==> config.mk <==
export PLATFORM = sky130hd
export DESIGN_NAME = tss_divider
export DESIGN_NICKNAME = d
export VERILOG_FILES = /design/src/sv/tridiagonal_sweep_solver_core_macros.svh /design/src/sv/tss_pkg.sv /design/src/sv/tss_divider.sv
export SDC_FILE = /design/constraint.sdc
export NUM_CORES = 1
export LEC_CHECK = 0
export ABC_AREA = 1
export ABC_CLOCK_PERIOD_IN_PS = 9700
export BUFFER_PORTS_ARGS = -buffer_cell sky130_fd_sc_hd__buf_2
export CORE_MARGIN = 4
export CORE_UTILIZATION = 45
export CTS_CLUSTER_DIAMETER = 50
export DETAILED_ROUTE_END_ITERATION = 10
export PLACE_DENSITY = 0.6
export SYNTH_ARGS = -nofsm -noshare
export SYNTH_HDL_FRONTEND = slang
export SYNTH_SLANG_ARGS = --single-unit
export TNS_END_PERCENT = 100
==> constraint.sdc <==
create_clock -name i_clk -period 9.7 [get_ports i_clk]
set_clock_uncertainty 0.05 [all_clocks]
set_input_delay 0 -clock i_clk [delete_from_list [all_inputs] [get_ports i_clk]]
set_output_delay 0 -clock i_clk [all_outputs]
set_load 0.005 [all_outputs]
==> src/sv/tridiagonal_sweep_solver_core_macros.svh <==
// ---------------------------------------------------------------------------
// assertion macros for the sweep solver core
// ---------------------------------------------------------------------------
`ifndef TRIDIAGONAL_SWEEP_SOLVER_CORE_MACROS_SVH
`define TRIDIAGONAL_SWEEP_SOLVER_CORE_MACROS_SVH
`ifndef SYNTHESIS
`define TSS_ASSERT_IMP(label, clk, rst_n, ante, cons) \
    label: assert property (@(posedge clk) disable iff (!rst_n) (ante) |-> (cons)) \
        else $error("%m: assertion failed");
`define TSS_ASSERT_NXT(label, clk, rst_n, ante, cons) \
    label: assert property (@(posedge clk) disable iff (!rst_n) (ante) |=> (cons)) \
        else $error("%m: assertion failed");
`else
`define TSS_ASSERT_IMP(label, clk, rst_n, ante, cons)
`define TSS_ASSERT_NXT(label, clk, rst_n, ante, cons)
`endif
`endif

==> src/sv/tss_pkg.sv <==
// ---------------------------------------------------------------------------
// tss_pkg
// types and constants shared by the sweep solver core
// ---------------------------------------------------------------------------
package tss_pkg;
    typedef struct packed {
        logic signed [31:0] sub_diag;
        logic signed [31:0] main_diag;
        logic signed [31:0] super_diag;
        logic signed [31:0] rhs_value;
        logic               last_row;
    } t_row_in;

    typedef struct packed {
        logic signed [31:0] solution_value;
        logic [5:0]         row_index;
        logic               last_result;
        logic [1:0]         status;
    } t_sol_out;

    localparam logic [1:0] ST_OK       = 2'd0;
    localparam logic [1:0] ST_ZERO_PIV = 2'd1;
    localparam logic [1:0] ST_TOO_FEW  = 2'd2;
    localparam logic [1:0] ST_TOO_MANY = 2'd3;

    // divider request and reply
    typedef struct packed {
        logic               start;
        logic signed [63:0] num;
        logic signed [63:0] den;
    } t_div_req;

    typedef struct packed {
        logic               done;
        logic signed [31:0] quo;
    } t_div_rsp;

    function automatic logic signed [31:0] sat32(input logic signed [65:0] v);
        if (v > 66'sd2147483647) begin
            sat32 = 32'sh7fffffff;
        end else if (v < -66'sd2147483648) begin
            sat32 = 32'sh80000000;
        end else begin
            sat32 = v[31:0];
        end
    endfunction
endpackage

==> src/sv/tss_divider.sv <==
// ---------------------------------------------------------------------------
// tss_divider
// radix-2 restoring divider, (num << FRAC) / den truncated and saturated
// ---------------------------------------------------------------------------
module tss_divider import tss_pkg::*; #(
    parameter int FRAC_BITS = 16
) (
    input  logic     i_clk,
    input  logic     i_rst_n,
    input  t_div_req i_req,
    output t_div_rsp o_rsp
);
    localparam int QW = 64 + FRAC_BITS;
    localparam int CW = $clog2(QW + 1);

    logic [QW-1:0] r_quo, n_quo;
    logic [63:0]   r_dvs, n_dvs;
    logic [64:0]   r_rem, n_rem;
    logic          r_neg, n_neg;
    logic          r_busy, n_busy;
    logic [CW-1:0] r_cnt, n_cnt;
    logic          r_done, n_done;
    logic [64:0]   w_sh;
    logic [QW:0]   w_sq;

    always_comb begin
        n_quo  = r_quo;
        n_dvs  = r_dvs;
        n_rem  = r_rem;
        n_neg  = r_neg;
        n_busy = r_busy;
        n_cnt  = r_cnt;
        n_done = 1'b0;
        w_sh   = {r_rem[63:0], r_quo[QW-1]};
        if (i_req.start) begin
            n_quo  = {(i_req.num[63] ? 64'(-i_req.num) : 64'(i_req.num)),
                      {FRAC_BITS{1'b0}}};
            n_dvs  = i_req.den[63] ? 64'(-i_req.den) : 64'(i_req.den);
            n_rem  = '0;
            n_neg  = i_req.num[63] ^ i_req.den[63];
            n_busy = 1'b1;
            n_cnt  = CW'(QW);
        end else if (r_busy) begin
            if (w_sh >= {1'b0, r_dvs}) begin
                n_rem = w_sh - {1'b0, r_dvs};
                n_quo = {r_quo[QW-2:0], 1'b1};
            end else begin
                n_rem = w_sh;
                n_quo = {r_quo[QW-2:0], 1'b0};
            end
            n_cnt = r_cnt - 1'b1;
            if (r_cnt == CW'(1)) begin
                n_busy = 1'b0;
                n_done = 1'b1;
            end
        end
    end

    always_ff @(posedge i_clk) begin
        if (!i_rst_n) begin
            r_busy <= 1'b0;
            r_done <= 1'b0;
            r_cnt  <= '0;
        end else begin
            r_busy <= n_busy;
            r_done <= n_done;
            r_cnt  <= n_cnt;
        end
        r_quo <= n_quo;
        r_dvs <= n_dvs;
        r_rem <= n_rem;
        r_neg <= n_neg;
    end

    always_comb begin
        w_sq = r_neg ? (QW+1)'(-{1'b0, r_quo}) : {1'b0, r_quo};
        o_rsp.done = r_done;
        if (!r_neg && r_quo > QW'(32'h7fffffff)) begin
            o_rsp.quo = 32'sh7fffffff;
        end else if (r_neg && r_quo > QW'(33'h080000000)) begin
            o_rsp.quo = 32'sh80000000;
        end else begin
            o_rsp.quo = w_sq[31:0];
        end
    end
endmodule

; Word-level counts from Yosys, hierarchy flattened
; Cells that the tools add are included.
[totals]
regBits = 218
latch_bits = 0
n_memories = 0
output_inout_bits = 33
rom_bits = 0
input_bits = 131
mem_bits_rw = 0
word_cells = 43
[classes]
addsub = 5
multipliers = 0
n_mux = 15
bitwise_logic = 3
magnitude_cmp = 3
reduce_logical = 6
div = 0
n_eq_ne = 1
shift = 0
[ops]
columns = op, n
row1 = $mux W80, 2
row2 = $mux W64, 2
row3 = $neg A64 Y64, 2
row4 = $mux W32, 3
row5 = $gt A80 B31 Y1 const B, 1
row6 = $gt A80 B32 Y1 const B, 1
row7 = $ge A65 B64 Y1, 1
row8 = $sub A64 B64 Y64, 1
row9 = $mux W63, 1
row10 = $neg A32 Y32, 1
row11 = $mux W7, 2
row12 = $eq A7 B1 Y1 const B, 1
row13 = $sub A7 B1 Y7 const B, 1
row14 = $mux W1, 5
row15 = $reduce_or A3 Y1, 1
row16 = $logic_and A1 B1 Y1, 2
row17 = $not A1 Y1, 2
row18 = $reduce_bool A2 Y1, 1
row19 = $reduce_or A2 Y1, 1
row20 = $logic_not A1 Y1, 1
row21 = $xor A1 B1 Y1, 1

; Longest topological paths before layout
[depth]
depth_word = 4
depth_mapped = 19
ltp_nobuf = 18

; Worst setup path after synthesis
; Ideal clock, no wire load.
[synth_path]
kind = reg2reg
from = reg r_busy
to = reg r_quo[16] (enable)
path_slack_ns = 6.644
path_buffers = 1
arrival_ns = 2.552
required_ns = 9.197
period_less_slack_ns = 3.056
path_stages_with_launch = 4
setup_time_ns = 0.453
cell_sequence = dfxtp_1 -> nor2_1 -> inv_1 -> buf_1
[synth_between]
elab_chain_len = 1
[synth_rtl]
columns = item, line
row1 = start: declaration, tss_divider.sv:20  ; logic r_busy, n_busy;
row2 = start signal: assignment, tss_divider.sv:65  ; r_busy <= n_busy;
row3 = $reduce_bool A2 Y1 (no source line), n/a
row4 = end signal: assignment, tss_divider.sv:69  ; r_quo <= n_quo;
row5 = end: declaration, tss_divider.sv:16  ; logic [QW-1:0] r_quo, n_quo;
; No other way between the ends.
; A chain may end at the register's enable or synchronous reset.

; Worst setup path in the final report
[layout_path]
from = reg r_dvs[45]
to = reg r_rem[50]
[layout_between]
elab_chain_len = 2
elab_cells_between_ends = 3
cone_classes = 1 x add/sub / 1 x order compare / 1 x mux
[layout_rtl]
columns = item, line
row1 = start: declaration, tss_divider.sv:17  ; logic [63:0] r_dvs, n_dvs;
row2 = start signal: assignment, tss_divider.sv:70  ; r_dvs <= n_dvs;
row3 = $sub A64 B64 Y64 or $ge A65 B64 Y1 (tied branches), "tss_divider.sv:45, tss_divider.sv:44"
row4 = $mux W64 *, tss_divider.sv:44  ; if (w_sh >= {1'b0, r_dvs}) begin
row5 = end signal: assignment, tss_divider.sv:71  ; r_rem <= n_rem;
row6 = end: declaration, tss_divider.sv:18  ; logic [64:0] r_rem, n_rem;
; Every way passes the cells marked *; elsewhere a longest branch is shown, timed or not.

==> reports/metrics.yaml <==
clock_tree:
  clk_latency_ns: 0.55
  clk_path_buf_depth: 3
  clock_sinks: 218
  cts_root_buf: "clkbuf_16"
  cts_htree_levels: 2
  cts.repair.resized: 0
  cts_buffers: 35
  path_clk_slew_ns: 0.06
  cts_tree: "done"
synthesis:
  synth_area_leader_cell: "nand2_1"
  syn-num-nets: 3490
  syn-mean-instance-area_sq_um: 6.05
  ys_types: 47
  synth_top_area_share_pct: 20.6
  synth_commonest_cells: "nand2_1, inv_1, nor2_1, nand3_1, o21ai_0"
  synth_warnings: 0
  ys.flop_type: "edfxtp_1"
  synth_area_leaders: "nand2_1, edfxtp_1, inv_1, dfxtp_1, nor2_1"
  syn_inst: 3289
  synthArstFlopShare_pct: 0
  ys_seq_area_share_pct: 28.4
  synth_area_sq_um: 19900
  synth_edf_count: 129
  synth_most_common_cell: "nand2_1"
  synth_seq_cells: 218
die:
  initial_core_util_pct: 45.9
  row_count: 76
  io_pins: 164
  coreArea_sq_um: 43400
  die_x_um: 218
  dieArea_sq_um: 47600
  die_h_um: 218
global_routing:
  gr-usage-all-layers_pct: 31.2
  gr-total-overflow: 0
  grt_max_degree: 72
  antenna_found_initial: 5
  grt_pass1_wl_mm: 117
  grt_pass1_vias: 20566
route:
  drt_wl_total_mm: 75.5
  drtAntennaViolNets: 0
  drt-pass1-iter-count: 8
  wl_per_cell_um: 18.1
  vias: 21930
  drt_iter0_markers: 2140
  route.detailed.drc: 0
  vias_per_cell: 5.27
power_and_ir_drop:
  ir_drop_mv: 0.154
  p_per_area_nw_per_um2: 124
  finalPower_mw: 2.94
  p_leak_nw: 11.8
timing:
  rsz0062_at_grt: "false"
  post-route-min-period_ns: 3.55
  slew_violations: 0
  max_freq_mhz: 282
  finalHoldViolCount: 0
  maxSlewHeadroom_pct: 21.8
  period_share_pct: 36.6
  worstMarginPinSlew_ns: 1.16
  tns_ns: 0
  setup_viol: 0
  whs_ns: 0.0352
critical_path:
  startpoint_type: "flip-flop"
  cp-end-kind: "flip-flop"
  cp_data_arrival_time_ns: 3.98
  crit_type: "flip-flop to flip-flop"
  required_ns: 10.13
  worstPathMaxFanout: 43
placement:
  port_buffers: 163
  gp_congestion: 1.01
  hpwl_mm: 60.2
finish:
  layout-drive-gt1-share_pct: 8.02
  syn_to_final_growth_pct: 18.8
  fillers: 4454
  nNetsFinal: 3752
flow_run:
  drv_cap: 0
status:
  status: "complete, no violations"
min_path:
  worstHoldPathType: "input port to flip-flop"
## final timing paths
check	start	end	slack [ns]	cells past startpoint
worst max-delay path	r_dvs[45]	r_rem[50]	6.15	17
worst min-delay path	i_req[116]	r_quo[68]	0.04	5
worst max register to register	r_dvs[45]	r_rem[50]	6.15	17
worst min register to register	r_rem[43]	r_rem[43]	0.42	2
## placed cells by master, fill, tap and decap left out, types with 18 or more instances in the layout
master	Yosys	final
a21oi_1	89	89
nand4_1	57	57
clkbuf_16	0	36
xnor2_1	47	47
buf_2	6	162
nand2_1	1092	1092
edfxtp_1	129	129
o21ai_0	131	131
o22ai_1	31	31
dfxtp_1	89	89
o21ai_1	31	31
nor2_2	17	18
nand3_1	227	227
dlygate4sd3_1	0	125
nor3_1	47	47
inv_1	588	587
nand3b_1	43	43
nor2_1	353	351
ha_1	69	69
xor2_1	82	82
## report_power, final
part | switching [mW] | internal [mW]
logic | 0.377 | 0.192
registers | 0.0280 | 1.05
clock network | 0.503 | 0.783
total | 0.908 | 2.03
## metrics by stage
stage                     util (%)  worst slack (ns)  std cells  cell area, sq um
after floorplan                  -              6.64       3289             19900
after global placement        48.8              6.24       3974             21200
after detailed placement      48.8              6.22       3974             21200
after CTS                     54.5              6.18       4163             23600
final                         54.5              6.15       4164             23600
after global routing          54.5              5.92       4163             23600
## cell type report
class                           count  area (sq um)  area share (%)
Clock buffer                       40           926            3.92
Sequential cell                   218          5660            23.9
Tap cell                          585           732            3.10
Multi-Input combinational cell   2394         11600            49.2
Inverter                          601          2260            9.56
Timing Repair Buffer              301          2170            9.18
Antenna cell                        1          2.50          0.0106
Clock inverter                     24           262            1.11
## critical path, cell delays in order, from the launching register on
cell      delay, ns
edfxtp_1       0.33
inv_1          0.07
ha_1           0.45
nand2_1        0.11
inv_1          0.09
nand2_1        0.14
nor2_2         0.22
nand2_1        0.11
nor2_2         0.21
nand2_1        0.09
nand3_2        0.10
nor2_4         0.05
nand2_4        0.25
buf_4          0.52
nand2_2        0.36
nand2_1        0.15
nand2_1        0.06
nand2_1        0.06
## state kept, by name (all words and copies together), names as in the netlist
| register | flops |
|---|---|
| r_quo | 80 |
| r_dvs | 64 |
| r_rem | 64 |
| r_cnt | 7 |
| r_busy | 1 |
| r_done | 1 |
| r_neg | 1 |
## layer usage
| metal | part of all wire [%] | vias to the layer above | track usage (%) | wire, um |
|---|---|---|---|---|
| met3 | 7.6 | 116 | 4.92 | 5760 |
| met4 | 2.3 | 2 | 7.44 | 1750 |
| met1 | 48 | 10070 | 46.7 | 36300 |
| met5 | 0.021 | - | 0 | 16 |
| li1 | - | 10872 | - | - |
| met2 | 42 | 870 | 47.1 | 31600 |
## cells by family after synthesis
group                    share of synthesized area (%)
AND/OR/NAND/NOR                                   39.7
XOR/XNOR                                          5.68
adder cells (fa/ha/maj)                           4.44
buffers and inverters                             13.2
AO/OA/AOI/OAI                                     8.49
flip-flops                                        28.4
## timing repair
| item | CTS | global route |
|---|---|---|
| hold endpoints to repair | 125 | 0 |
| hold buffers | 125 | 0 |
| endpoints found under the setup margin | 0 | 0 |
| buffers inserted | 0 | 0 |
Power figures use the tool's default switching activity.
